**src/hdl/spq_pkg.sv**
```systemverilog
// ---------------------------------------------------------------------------
// spq_pkg
// Shared constants, codes and controller/datapath interface types for the
// sorted priority queue.
// ---------------------------------------------------------------------------
package spq_pkg;

  // Store depth and derived widths
  localparam int CAPACITY = 32;
  localparam int CNT_W    = $clog2(CAPACITY + 1);
  localparam int IDX_W    = $clog2(CAPACITY);

  // Command kinds
  localparam logic [1:0] KIND_INSERT = 2'd0;
  localparam logic [1:0] KIND_POP    = 2'd1;
  localparam logic [1:0] KIND_DUMP   = 2'd2;

  // Result status codes
  localparam logic [1:0] ST_OK    = 2'd0;
  localparam logic [1:0] ST_EMPTY = 2'd1;
  localparam logic [1:0] ST_FULL  = 2'd2;

  // Result source select
  localparam logic [1:0] EMIT_HEAD  = 2'd0;
  localparam logic [1:0] EMIT_DUMP  = 2'd1;
  localparam logic [1:0] EMIT_EMPTY = 2'd2;
  localparam logic [1:0] EMIT_FULL  = 2'd3;

  // Controller to datapath commands
  typedef struct packed {
    logic       cap;       // capture input transaction payload
    logic       ins;       // compare-and-shift insert
    logic       pop;       // shift store towards the head
    logic       emit;      // load output register
    logic [1:0] emit_sel;  // result source
  } spq_cmd_t;

  // Datapath to controller status
  typedef struct packed {
    logic             empty;
    logic             full;
    logic             slot_free;
    logic             dump_last;
    logic [CNT_W-1:0] cnt;
  } spq_sts_t;

endpackage

```
**src/hdl/spq_ctrl.sv**
```systemverilog
// ---------------------------------------------------------------------------
// spq_ctrl
// Command sequencer: decodes each input transaction and steps the datapath
// through insert, pop, dump and status results.
// ---------------------------------------------------------------------------
module spq_ctrl
  import spq_pkg::*;
(
  input  logic       clk,
  input  logic       rst_n,
  input  logic       in_valid,
  output logic       in_ready,
  input  logic [1:0] in_kind,
  input  spq_sts_t   sts,
  output spq_cmd_t   cmd
);

  localparam logic [2:0] S_IDLE  = 3'd0;
  localparam logic [2:0] S_INS   = 3'd1;
  localparam logic [2:0] S_POP   = 3'd2;
  localparam logic [2:0] S_DUMP  = 3'd3;
  localparam logic [2:0] S_EMPTY = 3'd4;
  localparam logic [2:0] S_FULL  = 3'd5;

  logic [2:0] state_r, state_nxt;

  assign in_ready = (state_r == S_IDLE);

  // Next state and datapath commands
  always_comb begin
    state_nxt    = state_r;
    cmd          = '0;
    cmd.emit_sel = EMIT_HEAD;
    case (state_r)
      S_IDLE: begin
        if (in_valid) begin
          cmd.cap = 1'b1;
          case (in_kind)
            KIND_INSERT: state_nxt = sts.full ? S_FULL : S_INS;
            KIND_POP:    state_nxt = sts.empty ? S_EMPTY : S_POP;
            KIND_DUMP:   state_nxt = sts.empty ? S_IDLE : S_DUMP;
            default:     state_nxt = S_IDLE;
          endcase
        end
      end
      S_INS: begin
        cmd.ins   = 1'b1;
        state_nxt = S_IDLE;
      end
      S_POP: begin
        if (sts.slot_free) begin
          cmd.emit  = 1'b1;
          cmd.pop   = 1'b1;
          state_nxt = S_IDLE;
        end
      end
      S_DUMP: begin
        cmd.emit_sel = EMIT_DUMP;
        if (sts.slot_free) begin
          cmd.emit = 1'b1;
          if (sts.dump_last) begin
            state_nxt = S_IDLE;
          end
        end
      end
      S_EMPTY: begin
        cmd.emit_sel = EMIT_EMPTY;
        if (sts.slot_free) begin
          cmd.emit  = 1'b1;
          state_nxt = S_IDLE;
        end
      end
      S_FULL: begin
        cmd.emit_sel = EMIT_FULL;
        if (sts.slot_free) begin
          cmd.emit  = 1'b1;
          state_nxt = S_IDLE;
        end
      end
      default: begin
        state_nxt = S_IDLE;
      end
    endcase
  end

  always_ff @(posedge clk) begin
    if (!rst_n) begin
      state_r <= S_IDLE;
    end else begin
      state_r <= state_nxt;
    end
  end

endmodule

```
**config.mk**
```make
export PLATFORM = sky130hd
export DESIGN_NAME = spq_ctrl
export DESIGN_NICKNAME = d
export VERILOG_FILES = /design/src/hdl/spq_pkg.sv /design/src/hdl/spq_ctrl.sv
export SDC_FILE = /design/constraint.sdc
export NUM_CORES = 1
export LEC_CHECK = 0
export BUFFER_PORTS_ARGS = -buffer_cell sky130_fd_sc_hd__buf_2
export CORE_AREA = 2 2 39 41
export CTS_BUF_LIST = sky130_fd_sc_hd__clkbuf_16
export DETAILED_ROUTE_END_ITERATION = 8
export DIE_AREA = 0 0 41 43
export PLACE_DENSITY = 0.59
export SYNTH_ARGS = -nofsm -noshare
export SYNTH_HDL_FRONTEND = slang
export SYNTH_SLANG_ARGS = --single-unit
```
**constraint.sdc**
```tcl
create_clock -name clk -period 2.08 [get_ports clk]
set_clock_uncertainty 0.05 [all_clocks]
set_input_delay 0.208 -clock clk [delete_from_list [all_inputs] [get_ports clk]]
set_output_delay 0.208 -clock clk [all_outputs]
set_load 0.005 [all_outputs]
```
Word-level counts from Yosys, hierarchy flattened
Cells that the tools add are included.
{ "op_classes": {"eq_ne": 11, "muxes": 17, "reduce_logical": 5} }
{ "ops": {"columns": ["operator", "count"], "rows": [
  ["$mux W3", 6],
  ["$pmux W3 S3", 2],
  ["$eq A3 B2 Y1 const B", 2],
  ["$eq A3 B3 Y1 const B", 2],
  ["$ne A2 B2 Y1 const B", 3],
  ["$pmux W2 S3", 1],
  ["$reduce_or A3 Y1", 2],
  ["$mux W1", 5],
  ["$mux W2", 2],
  ["$reduce_and A4 Y1", 1],
  ["$eq A3 B1 Y1 const B", 1],
  ["$logic_not A3 Y1", 1],
  ["$eq A2 B1 Y1 const B", 1],
  ["$eq A2 B2 Y1 const B", 1],
  ["$logic_not A2 Y1", 1],
  ["$ne A2 B1 Y1 const B", 1],
  ["$pmux W1 S2", 1]
]} }
{ "word_totals": {"ff_bits": 3, "in_bits": 15, "word_cells": 34} }

Longest topological paths before layout
Gate-level depths: netlist of the first run.
{ "logic_depth": {"depth_word": 4, "mapped_depth": 5} }

Least setup slack after synthesis of the first run
No wires, ideal clock.
{ "synth_timing": {"path_kind": "reg-to-reg", "from": "reg state_r[0]", "to": "reg state_r[2]", "arrival_time_ns": 0.889, "setup_slack_ns": 1.023, "path_stages_with_launch": 5, "n_path_buf": 0, "synth_period_minus_slack_ns": 1.057, "cell_sequence": "dfxtp_1 > nand2b_1 > nand3_1 > nand3_2 > a32o_1"} }
{ "synth_via": {"elab_chain_len": 4} }
{ "synth_rtl": {"columns": ["element", "line_no", "rtl"], "rows": [
  ["start, declared", "spq_ctrl.sv:25", "logic [2:0] state_r, state_nxt;"],
  ["start signal, assigned", "spq_ctrl.sv:90", "state_r <= state_nxt;"],
  ["$eq A3 B3 Y1 or $eq A3 B2 Y1 (tied branches)", "spq_ctrl.sv:34", "case (state_r)"],
  ["$reduce_or A3 Y1 (no line)", null, null],
  ["$ne A2 B1 Y1 (no line)", null, null],
  ["$reduce_and A4 Y1 (no line)", null, null]
]} }
Parallel ways exist; a longest one is shown, timed or not.
A chain may end at the register's enable or synchronous reset.

==> impl_results.md, run 1 <==
* Clk network pwr share at 66.9%
* Routed Antenna Nets at 0
* Switching power at 88.4 uW
* Critical path required time at 1.82 ns
* Number of flops mapped to enable cells by yosys at 0
* DIE WIDTH at 41 um
* Largest net degree at the start of global routing at 9
* Router iterations before antenna repair at 2
* Layout area overhead at 61.0%
* Post-Route Setup TNS at 0 ns
* First-pass GRT wire length at 876 um
* CTS tree: built
* # setup viols final at 0
* Met1 GRT Util at 10.6%
* Gate Count Post-Synth at 30
* Die height at 43 um
* Max-cap viol count at 0
* Final worst path period need at 1.40 ns
* # diodes at 0
* Resized Gates After CTS at 0
* Leading area contributor after synthesis: dfxtp_1
* Leak at 0.217 nW
* RD Place Congestion at 0.644
* Max Clk Rate at 715 MHz
* PortBufs at 15
* Core area at 0.00138 mm2
* Clock buffer depth at 2
* Pre-CTS WS at 0.880 ns
* Initial DRC Count at 3
* Final instance area at 429 um2
* Crit path kind: reg -> out
* Filler cells at 152
* Hold Vio Cnt, Final at 0
* Synthesized area at 267 um2
* Final Net Count at 64
* Least-Margin Pin Slew at 0.325 ns
* Int Power at 349 uW
* Die ar. at 0.00176 mm2
* Status: completed
* VDD IR max at 0.779 mV
* Worst-Skew Late Latency at 0.22 ns
* Top cell type's share of synthesized area at 22.5%
* Largest reg by FF count: state_r
* Ys async rst share at 0%
* Worst Setup Slack, final at 0.682 ns
* Cts bufs inserted at 3
* Syn nets at 45
* Routed vias/inst at 4.25
* Antenna violations before repair at 0
* Row Count at 14
* GRT Resource Usage Total at 7.42%
* Clock Pin Slew Worst Setup and Hold Paths at 0.03 ns
* Most frequent cell after synthesis: and2_1
* Flops & latches, synth at 3
* # IOs at 22
* Vias in the first global route at 228
* Share of cells above drive strength 1 at 43.8%
* Met3 GRT Util at 6.28%
* DRT Wirelength at 579 um
* CP Launch Type: flop
* Starting density of the core at 19.3%
* Pins Over Slew Limit at 0
* Max FFs per register at 3
* Most used routing layer: met1
* Ys flop type: dfxtp_1
* Post-CTS Setup Inserts at 0
* FF-to-FF setup slack at 0.90 ns
* Hold WC Path Type: in -> reg
* CTS H-tree lvls at 1
* Avg Cell Area, Syn at 8.88 um2
* Post-route DRC at 0
* Cts hold-fix bufs at 0
* DP Area at 350 um2
* Routed len/inst at 9.05 um
* CP arrival at 1.14 ns
* CTS root buf: clkbuf_16
* GR Util met2 at 9.06%
* Sequential share of power at 17.2%
* Worst Path Max Fanout at 8
* Post-synthesis sequential area ratio at 22.5%
* Power Density at 1020 mW/mm2
* Top Registers: state_r (3)
* Yosys warns at 0
* Remaining global-route overflow at 0
* Max-slew headroom at 78.3%
* Endpoint class of the critical path: primary output
* Routed vias at 272
* Most instantiated cells after synthesis: and2_1 (4), dfxtp_1 (3), mux2i_1 (3)
* Distinct cells, synth at 20
* Combinational fraction of design power at 15.9%
* # clock sinks at 3
* Switching part of the total at 20.2%
* Dpl hpwl at 441 um
* Unrepaired setup endpoints after global routing: false
* Period utilisation layout at 67.2%
* Synth top area cells: dfxtp_1 (23%), mux2i_1 (11%), and2_1 (9.4%), xor2_1 (6.6%), nor3_4 (6.1%)
[layer usage]
layer | part of all wire, % | vias up
met1 | 50 | 113
met5 | 0 | -
met3 | 9.0 | 0
met2 | 41 | 12
met4 | 0 | 0
li1 | - | 147
[power by group through the flow]
stage | clock network (mW) | logic, mW | registers, mW
6_report | 0.293 | 0.0696 | 0.0751
5_1_grt | 0.306 | 0.0785 | 0.0762
4_1_cts | 0.300 | 0.0718 | 0.0754
3_5_place_dp | 0 | 0.0715 | 0.0761
3_3_place_gp | 0 | 0.0709 | 0.0757
2_1_floorplan | 0 | 0.0498 | 0.0706
[logic make-up after synthesis]
group	Yosys count	share of synthesized area, %
compound gates	4	10.8
xor+xnor	2	6.57
simple gates	16	43.2
flops	3	22.5
mux	3	11.3
buf+inv	2	5.63
[worst paths after layout]
path / end / startpoint / cells after the start
worst max-delay path: cmd[0] / state_r[1]$_SDFFE_PN0P_ / 3
worst min register to register: state_r[0]$_SDFFE_PN0P_ / state_r[0]$_SDFFE_PN0P_ / 2
worst max register to register: state_r[2]$_SDFFE_PN0P_ / state_r[1]$_SDFFE_PN0P_ / 4
worst min-delay path: state_r[1]$_SDFFE_PN0P_ / rst_n / 3
[metrics by stage]
step                      power (mW)  hold slack [ns]  instances  util [%]
final                          0.437            0.243         64      31.0
after floorplan                0.120            0.304         30         -
after CTS                      0.447            0.242         64      31.0
after detailed placement       0.148            0.469         60      25.3
after global routing           0.460            0.262         64      31.0
after global placement         0.147            0.470         60      25.3
[cell usage in the layout (no fill, tap or decap)]
cell and count:
nor4b_1 1, nand2_1 2, inv_1 2, mux2i_1 3, nor2b_1 1, a32o_1 1
nand3_1 2, nand4b_1 1, and4bb_1 1, xor2_1 2, nand3_2 1, o21ai_1 1
nand2b_1 1, a21oi_1 1, dfxtp_1 3, nor3_4 1, clkbuf_16 3, o21ai_2 1
nor2_1 1, and2_1 4, buf_2 15
[final cells by class]
cell class | count | area [um2] | share of cell area, %
inverter | 1 | 3.75 | 0.875
sequential | 3 | 60.1 | 14.0
timing repair buffer | 15 | 75.1 | 17.5
clock buffer | 3 | 75.1 | 17.5
tap | 16 | 20.0 | 4.66
multi-input combinational | 25 | 191 | 44.6
clock inverter | 1 | 3.75 | 0.875
[critical path: stages, from the launching register on]
cell,delay (ns)
dfxtp_1,0.50
xor2_1,0.19
and2_1,0.13
buf_2,0.10
Note: power is estimated with default switching activity, not from simulation.
==> run 2: changes to the inputs <==
--- a/config.mk
+++ b/config.mk
@@ -10,7 +10,7 @@
 export CTS_BUF_LIST = sky130_fd_sc_hd__clkbuf_16
 export DETAILED_ROUTE_END_ITERATION = 8
 export DIE_AREA = 0 0 41 43
-export PLACE_DENSITY = 0.59
+export PLACE_DENSITY = 0.61
 export SYNTH_ARGS = -nofsm -noshare
 export SYNTH_HDL_FRONTEND = slang
 export SYNTH_SLANG_ARGS = --single-unit
==> constraint.sdc (replaced) <==
create_clock -name clk -period 1.2 [get_ports clk]
set_clock_uncertainty 0.05 [all_clocks]
set_input_delay 0.12 -clock clk [delete_from_list [all_inputs] [get_ports clk]]
set_output_delay 0.12 -clock clk [all_outputs]
set_load 0.005 [all_outputs]
==> impl_results.md, run 2 (synthesis gave the netlist of run 1 again) <==
* Router iterations before antenna repair at 2 (unchanged)
* GRT Resource Usage Total at 7.52% (+0.10 points)
* Vias in the first global route at 226 (-0.88%)
* Worst-Skew Late Latency at 0.22 ns (about the same)
* Switching power at 163 uW (+85%)
* CP Launch Type: flop
* Layout area overhead at 78.4%
* Crit. Startpoint: state_r[2]$_SDFFE_PN0P_
* Largest reg by FF count: state_r
* FF-to-FF setup slack at 0.04 ns (-0.86 ns)
* Hold WC Path Type: in -> reg
* Clk network pwr share at 63.9% (-3.0 points)
* Commonest non-fill, non-tap cell in the layout: buf_2
* Least-Margin Pin Slew at 0.184 ns (-0.141 ns)
* Top Registers: state_r (3)
* RD Place Congestion at 0.709 (+10%)
* # IOs at 22 (unchanged)
* DIE WIDTH at 41 um (unchanged)
* Max Clk Rate at 833 MHz
* Crit path kind: reg -> out
* Dpl hpwl at 455 um (+3.1%)
* Row Count at 14 (unchanged)
* Routed len/inst at 9.24 um (+2.1%)
* Max FFs per register at 3 (unchanged)
* Worst Setup Slack, final at -0.000598 ns (-0.683 ns)
* Leak at 0.237 nW (+9.2%)
* CP arrival at 1.03 ns (-0.11 ns)
* Sequential share of power at 16.5% (-0.7 points)
* Period utilisation layout at 100%
* R2R Path Start: state_r[0]$_SDFFE_PN0P_
* Die ar. at 0.00176 mm2 (unchanged)
* DRT Wirelength at 619 um (+6.9%)
* Post-route DRC at 0 (unchanged)
* Antenna violations before repair at 0 (unchanged)
* Clock Pin Slew Worst Setup and Hold Paths at 0.03 ns (about the same)
* Pins Over Slew Limit at 0 (unchanged)
* Die height at 43 um (unchanged)
* Pre-CTS WS at 0.0205 ns (-0.860 ns)
* Final Net Count at 67 (+4.7%)
* Hold_sp: sts[9]
* Share of cells above drive strength 1 at 56.9% (+13 points)
* Violated checks: setup timing
* First-pass GRT wire length at 876 um (unchanged)
* Power Density at 1670 mW/mm2 (+64%)
* Routed vias/inst at 4.19 (-1.3%)
* Core area at 0.00138 mm2 (unchanged)
* CTS H-tree lvls at 1 (unchanged)
* CTS root buf: clkbuf_16
* Endpoint class of the critical path: primary output
* Int Power at 631 uW (+81%)
* VDD IR max at 1.38 mV (+77%)
* Routed vias at 281 (+3.3%)
* PortBufs at 15 (unchanged)
* # diodes at 0 (unchanged)
* # clock sinks at 3 (unchanged)
* Total power at 795 uW (+82%)
* CTS tree: built
* DP Area at 350 um2 (unchanged)
* Final worst path period need at 1.20 ns
* Unrepaired setup endpoints after global routing: true
* Largest net degree at the start of global routing at 8 (-1)
* Starting density of the core at 19.3% (unchanged)
* Combinational fraction of design power at 19.7% (+3.8 points)
* Hold Vio Cnt, Final at 0 (unchanged)
* Most frequent cells in the layout: buf_2 (15), and2_1 (4), mux2i_1 (3), clkbuf_16 (3)
* Cts bufs inserted at 3 (unchanged)
* Switching part of the total at 20.6% (+0.36 points)
* Worst Path Max Fanout at 6 (-2)
* Remaining global-route overflow at 0 (unchanged)
* Final instance area at 475 um2 (+11%)
* Status: finished with violations
* Clock buffer depth at 2 (unchanged)
* Initial DRC Count at 3 (unchanged)
* Critical path required time at 1.03 ns (-0.79 ns)
* Max-slew headroom at 87.7% (+9.4 points)
* Max-cap viol count at 0 (unchanged)
* Routed Antenna Nets at 0 (unchanged)
* # setup viols final at 1 (+1)
run 2: worst paths after layout:
check | to | cells after the start
hold reg to reg | state_r[1]$_SDFFE_PN0P_ | 2
setup / recovery | cmd[5] | 3
setup reg to reg | state_r[2]$_SDFFE_PN0P_ | 4
hold / removal | state_r[1]$_SDFFE_PN0P_ | 3
run 2: power groups by stage:
stage                     sequential [mW]  combinational (mW)  clock [mW]
after floorplan                     0.122              0.0864           0
after global placement              0.131               0.123           0
after detailed placement            0.131               0.124           0
after CTS                           0.131               0.150       0.520
after global routing                0.133               0.172       0.532
final                               0.131               0.156       0.508
run 2: what timing repair did:
action / CTS / global route
setup buffers: 3 / 0
pin swaps: 2 / 5
hold buffers: 0 / 0
gates resized for setup: 6 / 2
endpoints found under the setup margin: 7 / 6
endpoints found under the hold margin: 0 / 0
run 2: metal layers:
layer	track usage [%]	up-vias	part of all wire [%]
met2	9.69	11	45
met3	6.28	0	7.1
met1	10.3	120	47
met5	0	-	0
li1	-	150	-
met4	0	0	0
run 2: cell type report:
type	count	area [um2]
multi-input combinational	25	203
fill	155	908
sequential	3	68.8
inverter	1	3.75
timing repair buffer	18	101
clock buffer	3	75.1
clock inverter	1	3.75
tap	16	20.0
run 2: worst max-delay path, stage by stage (launching register included):
cell,delay (ns)
dfxtp_4,0.36
nor3_4,0.21
and2_1,0.14
buf_2,0.10
run 2: through the flow:
stage / hold WS, ns / cells / util [%] / setup TNS, ns
3_5_place_dp: 0.383 / 60 / 25.3 / 0
2_1_floorplan: 0.216 / 30 / - / 0
5_1_grt: 0.167 / 67 / 34.4 / -0.117
6_report: 0.150 / 67 / 34.4 / -0.000598
4_1_cts: 0.144 / 67 / 33.7 / -0.0212
3_3_place_gp: 0.386 / 60 / 25.3 / 0
==> run 3: changes to the inputs <==
--- a/config.mk
+++ b/config.mk
@@ -5,12 +5,13 @@
 export SDC_FILE = /design/constraint.sdc
 export NUM_CORES = 1
 export LEC_CHECK = 0
-export BUFFER_PORTS_ARGS = -buffer_cell sky130_fd_sc_hd__buf_2
+export BUFFER_PORTS_ARGS = -buffer_cell sky130_fd_sc_hd__buf_4
 export CORE_AREA = 2 2 39 41
 export CTS_BUF_LIST = sky130_fd_sc_hd__clkbuf_16
 export DETAILED_ROUTE_END_ITERATION = 8
 export DIE_AREA = 0 0 41 43
 export PLACE_DENSITY = 0.61
+export SLEW_MARGIN = 20
 export SYNTH_ARGS = -nofsm -noshare
 export SYNTH_HDL_FRONTEND = slang
 export SYNTH_SLANG_ARGS = --single-unit
==> constraint.sdc (replaced) <==
create_clock -name clk -period 1 [get_ports clk]
set_clock_uncertainty 0.05 [all_clocks]
set_input_delay 0.1 -clock clk [delete_from_list [all_inputs] [get_ports clk]]
set_output_delay 0.1 -clock clk [all_outputs]
set_load 0.005 [all_outputs]
==> impl_results.md, run 3 (synthesis gave the netlist of run 1 again) <==
* Total power at 1.01 mW (+28%)
* Die ar. at 0.00176 mm2 (unchanged)
* Share of cells above drive strength 1 at 64.2% (+7.3 points)
* GRT Resource Usage Total at 7.43% (-0.093 points)
* Dpl hpwl at 463 um (+1.8%)
* Initial DRC Count at 2 (-1)
* Max-cap viol count at 0 (unchanged)
* Most frequent cells in the layout: buf_4 (18), and2_1 (4), mux2i_1 (3), clkbuf_16 (3), dfxtp_4 (3)
* Filler cells at 153 (-1.3%)
* Commonest non-fill, non-tap cell in the layout: buf_4
* Row Count at 14 (unchanged)
* Router iterations before antenna repair at 2 (unchanged)
* Max Clk Rate at 821 MHz
* Cts bufs inserted at 3 (unchanged)
* Least-Margin Pin Slew at 0.250 ns (+0.0662 ns)
* Crit path max-delay cell type: dfxtp_4
* Family with the most delay on the worst path: simple AND/OR/NAND/NOR gates
* Routed vias/inst at 4.32 (+3.0%)
* Routed len/inst at 10.1 um (+9.0%)
* Core area at 0.00138 mm2 (unchanged)
* RD Place Congestion at 0.675 (-4.8%)
* CTS tree: built
* WHS Path Cells at 3 (unchanged)
* Fin cells at 69 (+3.0%)
* Max-slew headroom at 83.1% (-4.7 points)
* CTS root buf: clkbuf_16
* CTS H-tree lvls at 1 (unchanged)
* DIE WIDTH at 41 um (unchanged)
* Crit path kind: reg -> out
* Pins Over Slew Limit at 0 (unchanged)
* Bufs and invs on worst path at 1 (unchanged)
* CP arrival at 1.07 ns (+0.04 ns)
* Clock Pin Slew Worst Setup and Hold Paths at 0.03 ns (about the same)
* Worst Path Max Fanout at 7 (+1)
* Remaining global-route overflow at 0 (unchanged)
* Endpoint class of the critical path: primary output
* Starting density of the core at 19.3% (unchanged)
* Routed vias at 298 (+6.0%)
* Status: finished with violations
* Clock buffer depth at 2 (unchanged)
* Worst Setup Slack, final at -0.218 ns (-0.218 ns)
* Routed Antenna Nets at 0 (unchanged)
* Power Density at 1800 mW/mm2 (+7.9%)
* CP Launch Type: flop
* Final worst path period need at 1.22 ns
* Period utilisation layout at 122%
* Die height at 43 um (unchanged)
* Worst-Skew Late Latency at 0.22 ns (about the same)
* Top Registers: state_r (3)
* Hold WC Path Type: in -> reg
* Hold Vio Cnt, Final at 0 (unchanged)
* # IOs at 22 (unchanged)
* Hold slack at 0.124 ns (-0.0263 ns)
* Antenna violations before repair at 0 (unchanged)
* # diodes at 0 (unchanged)
* Vias in the first global route at 232 (+2.7%)
* VDD IR max at 1.45 mV (+5.3%)
* CP Cell Sequence: nor3_4 -> and2_1 -> buf_4
* Final Net Count at 69 (+3.0%)
* Unrepaired setup endpoints after global routing: true
* Leak at 0.267 nW (+12%)
* Violated checks: setup timing
* Placed Cells at 61 (+1.7%)
* Largest reg by FF count: state_r
* Layout area overhead at 111%
* Slowest Stage Delay on Critical Path at 0.36 ns (about the same)
* First-pass GRT wire length at 890 um (+1.6%)
* PortBufs at 15 (unchanged)
* Crit. path cell count at 3 (unchanged)
* Critical path required time at 0.85 ns (-0.18 ns)
* Largest net degree at the start of global routing at 9 (+1)
* Max FFs per register at 3 (unchanged)
* # setup viols final at 10 (+9)
* # clock sinks at 3 (unchanged)
* Post-route DRC at 0 (unchanged)
* Reg2Reg Depth at 4 (unchanged)
* DRT Wirelength at 695 um (+12%)
-- run 3: cell types whose count changed in the layout (fill, tap and decap cells not counted), sizes merged --
cell / change
buf: +2
-- run 3: repair_timing --
item | CTS | global route
endpoints found under the setup margin | 10 | 10
pin swaps | 9 | 7
setup buffers | 1 | 3
gates resized for setup | 6 | 4
hold buffers | 0 | 0
-- run 3: area by class of cell --
type	instances	area (um2)	share of cell area, %
repair buffers	20	158	28.1
clock inverters	1	3.75	0.668
well taps	16	20.0	3.56
flip-flops and latches	3	71.3	12.7
multi-input cells	25	230	41.0
inverters	1	3.75	0.668
clock buffers	3	75.1	13.4
-- run 3: worst paths after layout --
check / startpoint / endpoint / slack, ns
setup / recovery: state_r[1]$_SDFFE_PN0P_ / cmd[5] / -0.22
hold / removal: rst_n / state_r[0]$_SDFFE_PN0P_ / 0.12
setup reg to reg: state_r[1]$_SDFFE_PN0P_ / state_r[2]$_SDFFE_PN0P_ / -0.16
hold reg to reg: state_r[0]$_SDFFE_PN0P_ / state_r[0]$_SDFFE_PN0P_ / 0.46
-- run 3: worst register-to-register path: stages (launching register included) --
cell and delay [ns]:
dfxtp_4 0.36, nor3_4 0.23, buf_4 0.15, and4bb_1 0.18
a32o_1 0.12
-- run 3: routing by layer --
layer	GRT usage, %	share of wire, %	vias up
met1	9.00	43	131
met2	10.6	48	12
met4	0	0	0
met5	0	0	-
met3	6.28	8.3	0
li1	-	-	155
-- run 3: report_power, final --
group	total (mW)	switching [mW]	leakage [nW]	internal, mW
registers	0.155	0.0231	0.0267	0.131
clock network	0.611	0.0965	0.0423	0.514
logic	0.248	0.0929	0.198	0.155
total	1.01	0.212	0.267	0.801
-- run 3: stage by stage --
stage               TNS [ns]  setup slack [ns]  cell area [um2]  utilization, %
floorplan            -0.0104           -0.0104              279               -
global placement      -0.110           -0.0663              408            29.5
detailed placement    -0.161           -0.0663              408            29.5
CTS                    -1.52            -0.245              514            37.2
global route           -2.14            -0.278              562            40.6
finish                 -1.57            -0.218              562            40.6
